==> config.mk <==
export PLATFORM = sky130hd
export DESIGN_NAME = lsb_tag_extractor
export DESIGN_NICKNAME = d
export VERILOG_FILES = /design/src/hw/rtl/lte_pkg.sv /design/src/hw/rtl/lte_scan.sv /design/src/hw/rtl/lsb_tag_extractor.sv
export SDC_FILE = /design/constraint.sdc
export NUM_CORES = 1
export LEC_CHECK = 0
export BUFFER_PORTS_ARGS = -buffer_cell sky130_fd_sc_hd__buf_2
export CORE_ASPECT_RATIO = 0.7
export CORE_MARGIN = 2
export CORE_UTILIZATION = 56
export CTS_CLUSTER_DIAMETER = 80
export DETAILED_ROUTE_END_ITERATION = 8
export PLACE_DENSITY = 0.85
export SETUP_SLACK_MARGIN = 0.4
export SLEW_MARGIN = 10
export SYNTH_ARGS = -nofsm -noshare
export SYNTH_HDL_FRONTEND = slang
export SYNTH_SLANG_ARGS = --single-unit
==> constraint.sdc <==
create_clock -name clk -period 2.11 [get_ports clk]
set_input_delay 0.3165 -clock clk [delete_from_list [all_inputs] [get_ports clk]]
set_output_delay 0.3165 -clock clk [all_outputs]
set_load 0.1 [all_outputs]
==> src/hw/rtl/lte_pkg.sv <==
// lte_pkg: shared constants and types for the LSB tag extractor.
// Used by lte_scan and lsb_tag_extractor; depends on nothing.
`timescale 1ns / 1ps
`default_nettype none

package lte_pkg;

  // Frame length in samples (one tag bit per sample)
  localparam int TAG_BITS = 16;
  // Minimum buffer length in samples for a valid result
  localparam int MIN_LEN  = 32;

  localparam int POS_W = $clog2(TAG_BITS);
  localparam int LEN_W = $clog2(MIN_LEN + 1);

  // Sync word, cut or zero-extended to the frame width
  localparam logic [TAG_BITS-1:0] SYNC_WORD = TAG_BITS'(32'h0000_7FFE);

  localparam logic [POS_W-1:0] POS_LAST  = POS_W'(TAG_BITS - 1);
  localparam logic [LEN_W-1:0] LEN_LIMIT = LEN_W'(MIN_LEN);

  // Scan phase codes
  localparam logic [1:0] PH_SEARCH  = 2'd0;
  localparam logic [1:0] PH_CAPTURE = 2'd1;
  localparam logic [1:0] PH_DONE    = 2'd2;

  // One accepted sample, reduced to what the scan needs
  typedef struct packed {
    logic lsb;
    logic last;
  } lte_item_t;

  // One result word
  typedef struct packed {
    logic        status;
    logic [15:0] tag;
    logic        found;
  } lte_result_t;

endpackage

`default_nettype wire

==> src/hw/rtl/lte_scan.sv <==
// lte_scan: frame LSB collection, sync search and tag capture for one buffer.
// Depends on lte_pkg. Consumes one item per cycle when step is high.
`timescale 1ns / 1ps
`default_nettype none

module lte_scan
  import lte_pkg::*;
(
  input  wire logic        clk,
  input  wire logic        rst,
  input  wire logic        step,
  input  wire lte_item_t   item,
  output lte_result_t      result,
  output logic             result_valid
);

  logic [TAG_BITS-1:0] lsb_shift, lsb_shift_next;
  logic [POS_W-1:0]    bit_position, bit_position_next;
  logic [1:0]          phase, phase_next;
  logic [LEN_W-1:0]    length_count, length_count_next;

  logic [TAG_BITS-1:0] gathered;
  logic [31:0]         tag_wide;

  // Next scan state for the item at hand
  always_comb begin
    gathered                = lsb_shift;
    gathered[bit_position]  = item.lsb;
    lsb_shift_next          = lsb_shift;
    bit_position_next       = bit_position;
    phase_next              = phase;
    length_count_next       = length_count;

    if (length_count < LEN_LIMIT) begin
      length_count_next = length_count + LEN_W'(1);
    end

    if (phase != PH_DONE) begin
      if (bit_position == POS_LAST) begin
        bit_position_next = '0;
        if (phase == PH_SEARCH) begin
          lsb_shift_next = '0;
          if (gathered == SYNC_WORD) begin
            phase_next = PH_CAPTURE;
          end
        end else begin
          lsb_shift_next = gathered;
          phase_next     = PH_DONE;
        end
      end else begin
        bit_position_next = bit_position + POS_W'(1);
        lsb_shift_next    = gathered;
      end
    end
  end

  // Result for a last sample, from the updated state
  always_comb begin
    tag_wide      = 32'(lsb_shift_next);
    result.status = (length_count_next < LEN_LIMIT);
    result.found  = !result.status && (phase_next != PH_SEARCH);
    result.tag    = (!result.status && (phase_next == PH_DONE)) ? tag_wide[15:0] : 16'd0;
  end

  assign result_valid = step && item.last;

  // State update; a last sample returns the scan to its reset state
  always_ff @(posedge clk) begin
    if (rst || (step && item.last)) begin
      lsb_shift    <= '0;
      bit_position <= '0;
      phase        <= PH_SEARCH;
      length_count <= '0;
    end else if (step) begin
      lsb_shift    <= lsb_shift_next;
      bit_position <= bit_position_next;
      phase        <= phase_next;
      length_count <= length_count_next;
    end
  end

  // A short buffer never reports a tag
  assert property (@(posedge clk) disable iff (rst)
    (result_valid && result.status) |-> (!result.found && result.tag == 16'd0))
    else $error("short buffer reported found or tag");

  // A nonzero tag requires a finished capture
  assert property (@(posedge clk) disable iff (rst)
    (result_valid && result.tag != 16'd0) |-> result.found)
    else $error("tag without found");

  // After a last sample the scan is back at its start
  assert property (@(posedge clk) disable iff (rst)
    result_valid |=> (phase == PH_SEARCH && bit_position == '0 && length_count == '0))
    else $error("scan state not cleared after buffer end");

  // The frame bit index stays inside the frame
  assert property (@(posedge clk) disable iff (rst)
    bit_position <= POS_LAST)
    else $error("bit position out of frame");

endmodule

`default_nettype wire

==> src/hw/rtl/lsb_tag_extractor.sv <==
// lsb_tag_extractor: top level with input register, scan core and output register.
// Depends on lte_pkg and lte_scan.
//
// Reads a buffer of 16-bit samples, one word per cycle, ended by tlast. The LSBs
// of each aligned 16-sample frame form a word (first sample in bit 0); the frame
// after the first one equal to 0x7FFE holds the tag. One result word comes out
// for each tlast: found, tag and a short-buffer status (fewer than 32 samples).
// The block takes one sample per cycle while the input is not stalled; a sample passes
// the input register and the scan update, and a result is held in the output register
// until it is taken. Only a held result stalls the input, and only when the
// next last sample reaches the scan.
`timescale 1ns / 1ps
`default_nettype none

module lsb_tag_extractor
  import lte_pkg::*;
(
  input  wire logic        clk,
  input  wire logic        rst,
  // Sample stream
  input  wire logic        s_tvalid,
  output logic             s_tready,
  input  wire logic [15:0] s_tdata,   // [15:0] sample (signed)
  input  wire logic        s_tlast,   // last sample of the buffer
  // Result stream
  output logic             m_tvalid,
  input  wire logic        m_tready,
  output logic [15:0]      m_tdata,   // [15:0] tag
  output logic [1:0]       m_tuser    // [0] found, [1] status
);

  logic        in_valid;
  lte_item_t   in_item;
  logic        advance;
  lte_result_t scan_result;
  logic        scan_result_valid;
  lte_result_t out_result;

  // Input register moves on unless a result would meet a full output register
  assign advance  = in_valid && (!in_item.last || !m_tvalid || m_tready);
  assign s_tready = !in_valid || advance;

  always_ff @(posedge clk) begin
    if (rst) begin
      in_valid <= 1'b0;
    end else if (s_tready) begin
      in_valid <= s_tvalid;
    end
  end

  always_ff @(posedge clk) begin
    if (s_tready && s_tvalid) begin
      in_item.lsb  <= s_tdata[0];
      in_item.last <= s_tlast;
    end
  end

  // Scan core
  lte_scan u_scan (
    .clk          (clk),
    .rst          (rst),
    .step         (advance),
    .item         (in_item),
    .result       (scan_result),
    .result_valid (scan_result_valid)
  );

  // Output register
  always_ff @(posedge clk) begin
    if (rst) begin
      m_tvalid <= 1'b0;
    end else if (scan_result_valid) begin
      m_tvalid <= 1'b1;
    end else if (m_tready) begin
      m_tvalid <= 1'b0;
    end
  end

  always_ff @(posedge clk) begin
    if (scan_result_valid) begin
      out_result <= scan_result;
    end
  end

  assign m_tdata    = out_result.tag;
  assign m_tuser[0] = out_result.found;
  assign m_tuser[1] = out_result.status;

endmodule

`default_nettype wire

==> qor.csv, run 1 <==
stage,metric,value,unit
final_layout,n_diodes,0,
synth,Post-Synth Adder-Cell Area,3.00,%
synth,Netlist cell types,38,
die,die area,5020,um^2
synth,synth top area cells,"dfxtp_1, edfxtp_1, nor2_1, a22oi_1, mux2_2",
synth,post-synth top area share,24.0,%
synth,Post-Synth Simple-Gate Area,21.7,%
final_layout,layout filler cell count,295,
final_layout,"Core Util, Final",69.9,%
placement,HPWL Detailed,3560,um
clock_network,CTS Buf Count,5,
synth,yosys warns,0,
sta,Final TNS setup,0,ns
clock_network,cts hold-fix bufs,0,
min_path,Hold Path Class,in -> reg,
sta,Relative slew margins,67.2,%
route,vias,2097,
route,Detail Route Antenna Nets,0,
pwr,Pwr Total,0.00171,W
route,DRC,0,
synth,post-synthesis mux area share,6.86,%
final_layout,"commonest non-fill, non-tap cell in the layout",nor2_1,
global_route,first-pass GRT wire length,9330,um
sta,Final Critical Period,1.90,ns
route,Initial DRT Pass Iterations,5,
critical_path,Crit. End Element,flop,
sta,Tcrit/Tclk final,89.8,%
flow_run,max_cap viols,0,
sta,fmax,528,MHz
die,top-level port count,41,
final_layout,share of post-route cells with drive strength above 1,32.9,%
synth,Synth Instances,255,
final_layout,P&R area growth vs syn,20.4,%
die,Die Wd,83.9,um
synth,xor/xnor share of the synthesized area,1.75,%
global_route,number of global-route vias before repair,2002,
sta,"Hold Vio Cnt, Final",0,
route,Via-to-Cell Ratio,6.15,
critical_path,startpoint class of the critical path,flop,
die,Core Region,4300,um^2
final_layout,"commonest cells after routing, fill and taps aside","nor2_1, dfxtp_1, buf_2",
synth,main combinational cell family by area after synthesis,simple AND/OR/NAND/NOR gates,
die,Initial Util,58.1,%
synth,Synth Area in Compound Gates,13.4,%
clock_network,Bufs on Longest Clock Path,2,
route,wire per inst,17.7,um
global_route,gr ovfl total,0,
synth,Syn Nets,282,
synth,Yosys reg bits,50,
critical_path,"Arr. time, crit path",1.95,ns
global_route,Tot GR Track Use,23.8,%
sta,RSZ-0062 raised after global routing,true,
global_route,largest net degree at the start of global routing,27,
die,die height,59.9,um
sta,clk_skew,0.00722,ns
sta,Finish-stage setup viols,0,
placement,Routability Congestion,0.852,
sta,Slew Limit Fails,0,
clock_network,CTS tree,built,
route,WL final,6050,um
clock_network,Worst-Skew Late Latency,0.30,ns
placement,PortBufs,25,
synth,post-synthesis sequential area ratio,48.0,%
clock_network,Clock transition at path regs,0.09,ns
run_status,status,"complete, no violations",
global_route,antenna violations before repair,0,
critical_path,Worst Path Required,2.16,ns
synth,"Cell Area, Synth",2500,um^2
route,initial drt markers,228,
clock_network,Root Driver,clkbuf_8,
critical_path,worst-path maximum fanout,6,
pwr,PD cells,567,nW/um^2
synth,"area leader, netlist",dfxtp_1,
pwr,leakage power,1.14,nW
die,Row Count,20,
sta,worst-margin pin slew,0.495,ns
pwr,Max IR drop VDD,0.443,mV
synth,Syn Area/Cell,9.80,um^2
critical_path,Crit Path Category,reg -> reg,
final_layout,Layout Nets,312,
clock_network,Max H-tree Level,2,
clock_network,clock sinks,50,
sequential cells by signal, indices dropped and copies added (netlist names):
| name | flops |
|---|---|
| u_scan.phase | 2 |
| m_tvalid | 1 |
| m_tdata | 16 |
| m_tuser | 2 |
| u_scan.length_count | 6 |
| in_item | 2 |
| u_scan.bit_position | 4 |
| u_scan.lsb_shift | 16 |
| in_valid | 1 |
power breakdown:
part / switching [W] / internal (W) / total [W] / leakage, nW
logic: 0.0000895 / 0.0000650 / 0.000154 / 0.637
clock network: 0.000303 / 0.000229 / 0.000531 / 0.0426
registers: 0.0000145 / 0.00101 / 0.00102 / 0.462
through the flow:
step	worst slack, ns	cells	instance area (um^2)	hold WS, ns
2_1_floorplan	0.407	255	2540	0.379
3_3_place_gp	0.125	324	2680	0.461
3_5_place_dp	0.0862	324	2680	0.496
4_1_cts	0.256	336	2860	0.192
5_1_grt	0.150	341	3010	0.181
6_report	0.215	341	3010	0.192
final cells by class:
cell class | count | area (um^2) | area share [%]
flip-flops and latches | 50 | 1220 | 40.5
multi-input cells | 183 | 1340 | 44.5
well taps | 55 | 68.8 | 2.29
clock inverters | 2 | 8.76 | 0.291
inverters | 3 | 16.3 | 0.541
clock buffers | 6 | 72.6 | 2.41
repair buffers | 42 | 284 | 9.44
critical path, stage by stage, from the launching register on:
cell     delay, ns
dfxtp_4       0.38
buf_4         0.14
ha_2          0.21
nand3_1       0.12
mux2_2        0.37
and3_1        0.20
nand4_1       0.16
a21oi_2       0.07
routing by layer:
layer	track usage, %	part of all wire [%]
met3	5.11	6.4
met2	37.8	47
met4	11.1	1.9
met5	0	0
met1	31.7	45
what timing repair did:
action	4_1_cts	5_1_grt
setup endpoints to repair	61	61
cloned	0	2
pin swaps	2	4
gates resized for setup	17	28
setup buffers	4	3
path summary, 6_finish.rpt:
check / from / end / slack [ns] / cells past startpoint
max reg2reg: u_scan.bit_position[1]$_SDFFE_PP0P_ / m_tuser[0]$_DFFE_PP_ / 0.21 / 7
max: u_scan.bit_position[1]$_SDFFE_PP0P_ / m_tuser[0]$_DFFE_PP_ / 0.21 / 7
min: s_tlast / in_item[0]$_DFFE_PP_ / 0.19 / 1
min reg2reg: u_scan.lsb_shift[15]$_SDFFE_PP0P_ / u_scan.lsb_shift[15]$_SDFFE_PP0P_ / 0.51 / 2
cells by family after synthesis:
kind of cell / Yosys count
AO/OA/AOI/OAI: 50
XOR/XNOR: 5
adder cells (fa/ha/maj): 6
buffers and inverters: 23
flip-flops: 50
multiplexers: 16
AND/OR/NAND/NOR: 105
cells in the mapped netlist:
library cell  count
nor2_1           50
dfxtp_1          30
edfxtp_1         20
a22oi_1          19
a21oi_1          14
buf_2            13
nand3b_1         11
mux2_2            9
nand3_1           8
a2bb2oi_1         7
mux2i_1           7
nand2_1           7
ha_1              6
a31oi_1           4
and3_1            4
nand4_1           4
nor2b_1           4
buf_6             3
inv_1             3
nand2b_1          3
nor3b_1           3
o21ai_0           3
or2_1             3
xor2_1            3
buf_4             2
clkbuf_1          2
xnor2_1           2
a211oi_1          1
a21o_1            1
and2_1            1
and2_4            1
and3b_1           1
and4b_1           1
and4bb_2          1
nor3_1            1
nor3b_2           1
o21ai_1           1
or3_1             1
No activity file was read; power rests on OpenSTA's default activity.
==> run 2, diff against run 1 <==
--- a/config.mk
+++ b/config.mk
@@ -8,10 +8,10 @@
 export BUFFER_PORTS_ARGS = -buffer_cell sky130_fd_sc_hd__buf_2
 export CORE_ASPECT_RATIO = 0.7
 export CORE_MARGIN = 2
-export CORE_UTILIZATION = 56
+export CORE_UTILIZATION = 42
 export CTS_CLUSTER_DIAMETER = 80
 export DETAILED_ROUTE_END_ITERATION = 8
-export PLACE_DENSITY = 0.85
+export PLACE_DENSITY = 0.68
 export SETUP_SLACK_MARGIN = 0.4
 export SLEW_MARGIN = 10
 export SYNTH_ARGS = -nofsm -noshare
==> qor.csv, run 2 (synthesized netlist as in run 1, its figures left out) <==
stage,metric,value,unit
die,Initial Util,43.7,%
final_layout,n_diodes,0,
clock_network,Bufs on Longest Clock Path,2,
route,DRC,0,
final_layout,"commonest cells after routing, fill and taps aside","nor2_1, dfxtp_1, buf_2",
final_layout,Layout Nets,313,
flow_run,max_cap viols,0,
die,top-level port count,41,
clock_network,Clock transition at path regs,0.08,ns
route,Initial DRT Pass Iterations,4,
clock_network,Worst-Skew Late Latency,0.30,ns
clock_network,Root Driver,clkbuf_8,
sta,Slew Limit Fails,0,
global_route,gr ovfl total,0,
sta,Relative slew margins,67.3,%
sta,worst-margin pin slew,0.494,ns
clock_network,CTS Buf Count,5,
final_layout,share of post-route cells with drive strength above 1,31.8,%
critical_path,Worst Path Required,2.28,ns
placement,HPWL Detailed,3470,um
sta,Finish-stage setup viols,0,
placement,PortBufs,25,
global_route,Tot GR Track Use,17.4,%
placement,Routability Congestion,0.784,
critical_path,Crit. End Element,flop,
die,die height,68.6,um
global_route,first-pass GRT wire length,8600,um
sta,fmax,535,MHz
route,initial drt markers,115,
pwr,PD cells,563,nW/um^2
sta,RSZ-0062 raised after global routing,true,
global_route,largest net degree at the start of global routing,27,
pwr,Max IR drop VDD,0.242,mV
critical_path,Crit Path Category,reg -> reg,
global_route,number of global-route vias before repair,1757,
critical_path,startpoint class of the critical path,flop,
sta,clk_skew,0.00574,ns
pwr,leakage power,1.14,nW
die,die area,6600,um^2
clock_network,Max H-tree Level,2,
die,Core Region,5730,um^2
route,vias,1962,
die,Die Wd,96.2,um
route,Via-to-Cell Ratio,5.43,
sta,Tcrit/Tclk final,88.6,%
sta,Final Critical Period,1.87,ns
die,Row Count,23,
final_layout,P&R area growth vs syn,20.0,%
critical_path,"Arr. time, crit path",2.04,ns
final_layout,post-route insts no fill,361,
run_status,status,"complete, no violations",
final_layout,"commonest non-fill, non-tap cell in the layout",nor2_1,
route,WL final,5380,um
clock_network,CTS tree,built,
global_route,antenna violations before repair,0,
clock_network,clock sinks,50,
sta,Final TNS setup,0,ns
sta,"Hold Vio Cnt, Final",0,
final_layout,"Core Util, Final",52.4,%
critical_path,worst-path maximum fanout,6,
min_path,Hold Path Class,in -> reg,
placement,dpl cells,346,
route,wire per inst,14.9,um
route,Detail Route Antenna Nets,0,
[run 2: cell types whose count changed in the layout (fill, tap and decap cells not counted), sizes merged]
| cell | previous run | this run |
|---|---|---|
| buf | 42 | 43 |
| clkbuf | 6 | 8 |
| clkinv | 2 | 0 |
| or2 | 4 | 3 |
[run 2: power by group]
group	switching, W	internal (W)	leakage, nW	total, W
Combinational	0.0000832	0.0000607	0.637	0.000144
Clock	0.000297	0.000229	0.0383	0.000525
Sequential	0.0000142	0.00101	0.462	0.00102
[run 2: critical path, cell delays in order, from the launching register on]
cell and delay [ns]:
dfxtp_4 0.39, inv_4 0.07, ha_4 0.14, nor3b_4 0.19, mux2_4 0.32, and4b_1 0.29
nand4_1 0.18, a21oi_2 0.16
[run 2: cell type report]
cell class	instances	area, um^2
inverter	3	16.3
multi-input combinational	182	1310
sequential	50	1220
fill	539	2730
tap	75	93.8
timing repair buffer	44	282
clock buffer	7	76.3
[run 2: stage by stage]
stage	power [W]	instance area, um^2	hold slack [ns]	worst slack, ns
detailed placement	0.00116	2720	0.476	0.0847
CTS	0.00170	2890	0.175	0.299
global route	0.00176	3000	0.168	0.146
floorplan	0.00114	2540	0.379	0.407
global placement	0.00116	2720	0.467	0.113
finish	0.00169	3000	0.185	0.240
[run 2: per-layer routing]
layer / track usage (%) / routed length (um) / vias up
met3: 4.24 / 332 / 7
li1: - / - / 972
met5: 0 / 0 / -
met2: 26.1 / 2380 / 54
met4: 7.32 / 87 / 0
met1: 24.0 / 2580 / 929
[run 2: timing repair]
action	4_1_cts	5_1_grt
setup buffers	4	4
resized for setup	18	19
setup endpoints to repair	61	62
endpoints found under the hold margin	0	0
pin swaps	2	2
hold buffers	0	0
[run 2: final timing paths]
kind | startpoint | end | slack [ns] | cells past startpoint
hold reg to reg | u_scan.lsb_shift[15]$_SDFFE_PP0P_ | u_scan.lsb_shift[15]$_SDFFE_PP0P_ | 0.49 | 2
hold / removal | s_tdata[0] | in_item[1]$_DFFE_PP_ | 0.19 | 1
setup reg to reg | u_scan.bit_position[0]$_SDFFE_PP0P_ | m_tuser[0]$_DFFE_PP_ | 0.24 | 7
setup / recovery | u_scan.bit_position[0]$_SDFFE_PP0P_ | m_tuser[0]$_DFFE_PP_ | 0.24 | 7
==> run 3, diff against run 2 <==
--- a/config.mk
+++ b/config.mk
@@ -6,7 +6,7 @@
 export NUM_CORES = 1
 export LEC_CHECK = 0
 export BUFFER_PORTS_ARGS = -buffer_cell sky130_fd_sc_hd__buf_2
-export CORE_ASPECT_RATIO = 0.7
+export CORE_ASPECT_RATIO = 0.8
 export CORE_MARGIN = 2
 export CORE_UTILIZATION = 42
 export CTS_CLUSTER_DIAMETER = 80
==> qor.csv, run 3 (synthesized netlist as in run 1, its figures left out) <==
stage,metric,value,unit
clock_network,Root Driver,clkbuf_8,
route,wire per inst,14.1,um
critical_path,worst-path maximum fanout,6,
sta,worst-margin pin slew,0.488,ns
final_layout,n_diodes,0,
sta,Slew Limit Fails,0,
final_layout,"Core Util, Final",52.4,%
global_route,largest net degree at the start of global routing,27,
pwr,Max IR drop VDD,0.418,mV
sta,fmax,546,MHz
pwr,leakage power,1.16,nW
die,Row Count,25,
critical_path,Crit. End Element,flop,
die,top-level port count,41,
placement,PortBufs,25,
clock_network,Worst-Skew Late Latency,0.30,ns
clock_network,Clock transition at path regs,0.09,ns
run_status,status,"complete, no violations",
clock_network,Max H-tree Level,2,
flow_run,max_cap viols,0,
final_layout,P&R area growth vs syn,22.0,%
sta,Finish-stage setup viols,0,
final_layout,"commonest non-fill, non-tap cell in the layout",nor2_1,
route,WL final,5200,um
critical_path,"Arr. time, crit path",1.99,ns
final_layout,design area,3050,um^2
sta,Final Critical Period,1.83,ns
min_path,Hold Path Class,in -> reg,
placement,HPWL Detailed,3350,um
final_layout,post-route insts no fill,370,
sta,Final TNS setup,0,ns
sta,"Hold Vio Cnt, Final",0,
route,Via-to-Cell Ratio,5.23,
final_layout,share of post-route cells with drive strength above 1,30.1,%
die,Die Wd,90.3,um
clock_network,clock sinks,50,
global_route,number of global-route vias before repair,1733,
die,Core Region,5820,um^2
final_layout,"commonest cells after routing, fill and taps aside","nor2_1, dfxtp_1, buf_2",
final_layout,Layout Nets,315,
clock_network,Bufs on Longest Clock Path,2,
route,vias,1936,
clock_network,cts hold-fix bufs,0,
placement,dpl cells,355,
die,die area,6590,um^2
route,DRC,0,
route,initial drt markers,167,
route,Detail Route Antenna Nets,0,
sta,Relative slew margins,67.7,%
global_route,first-pass GRT wire length,8680,um
clock_network,CTS tree,built,
clock_network,CTS Buf Count,5,
global_route,antenna violations before repair,0,
die,Initial Util,43.0,%
route,Initial DRT Pass Iterations,5,
die,die height,73.0,um
sta,RSZ-0062 raised after global routing,true,
placement,Routability Congestion,0.831,
critical_path,Buf/Inv on CP,1,
pwr,PD cells,599,nW/um^2
sta,Tcrit/Tclk final,86.8,%
critical_path,Top delay family on crit path,simple AND/OR/NAND/NOR gates,
global_route,gr ovfl total,0,
critical_path,startpoint class of the critical path,flop,
sta,clk_skew,0.00784,ns
global_route,Tot GR Track Use,16.3,%
critical_path,crit path max-delay cell type,dfxtp_4,
critical_path,Worst path max stage delay,0.39,ns
critical_path,crit-path cells,inv_4 -> ha_4 -> nor3b_4 -> mux2_4 -> and4b_1 -> nand4_1 -> a21oi_2,
placement,placed cell areas,2780,um^2
critical_path,Crit Path Category,reg -> reg,
critical_path,Worst Path Required,2.27,ns
==> run 3: final cells by class <==
class	count	area [um^2]
multi-input cells	182	1290
clock buffers	7	76.3
repair buffers	46	315
inverters	3	16.3
clock inverters	1	30.0
well taps	81	101
flip-flops and latches	50	1220
fillers	539	2770
==> run 3: final timing paths <==
check	from	to	slack, ns	depth (start not counted)
worst max-delay path	u_scan.bit_position[0]$_SDFFE_PP0P_	m_tuser[0]$_DFFE_PP_	0.28	7
worst min-delay path	s_tlast	in_item[0]$_DFFE_PP_	0.19	1
worst max register to register	u_scan.bit_position[0]$_SDFFE_PP0P_	m_tuser[0]$_DFFE_PP_	0.28	7
worst min register to register	u_scan.lsb_shift[15]$_SDFFE_PP0P_	u_scan.lsb_shift[15]$_SDFFE_PP0P_	0.50	2
==> run 3: timing repair <==
item | CTS | global route
cloned | 0 | 0
setup endpoints to repair | 33 | 59
setup buffers | 5 | 2
resized for setup | 17 | 11
pin swaps | 3 | 2
endpoints found under the hold margin | 0 | 0
==> run 3: report_power, final <==
part / switching (W) / total, W / internal [W]
sequential: 0.0000142 / 0.00102 / 0.00101
clock: 0.000305 / 0.000661 / 0.000355
combinational: 0.0000846 / 0.000144 / 0.0000593
total: 0.000404 / 0.00183 / 0.00142
==> run 3: layer usage <==
layer | global-route usage [%] | vias to the layer above | wire length (um)
met4 | 3.42 | 0 | 29
met3 | 3.20 | 5 | 230
li1 | - | 978 | -
met5 | 0 | - | 0
met1 | 23.4 | 911 | 2580
met2 | 26.0 | 42 | 2360
==> run 3: worst register-to-register path, stage by stage, from the launching register on <==
cell	delay, ns
dfxtp_4	0.39
inv_4	0.08
ha_4	0.16
nor3b_4	0.20
mux2_4	0.32
and4b_1	0.24
nand4_1	0.14
a21oi_2	0.16
==> run 3: through the flow <==
stage | hold WS [ns] | power, W | setup slack, ns
2_1_floorplan | 0.379 | 0.00114 | 0.407
3_3_place_gp | 0.469 | 0.00116 | 0.148
3_5_place_dp | 0.489 | 0.00117 | 0.103
4_1_cts | 0.186 | 0.00183 | 0.280
5_1_grt | 0.178 | 0.00189 | 0.198
6_report | 0.190 | 0.00183 | 0.279
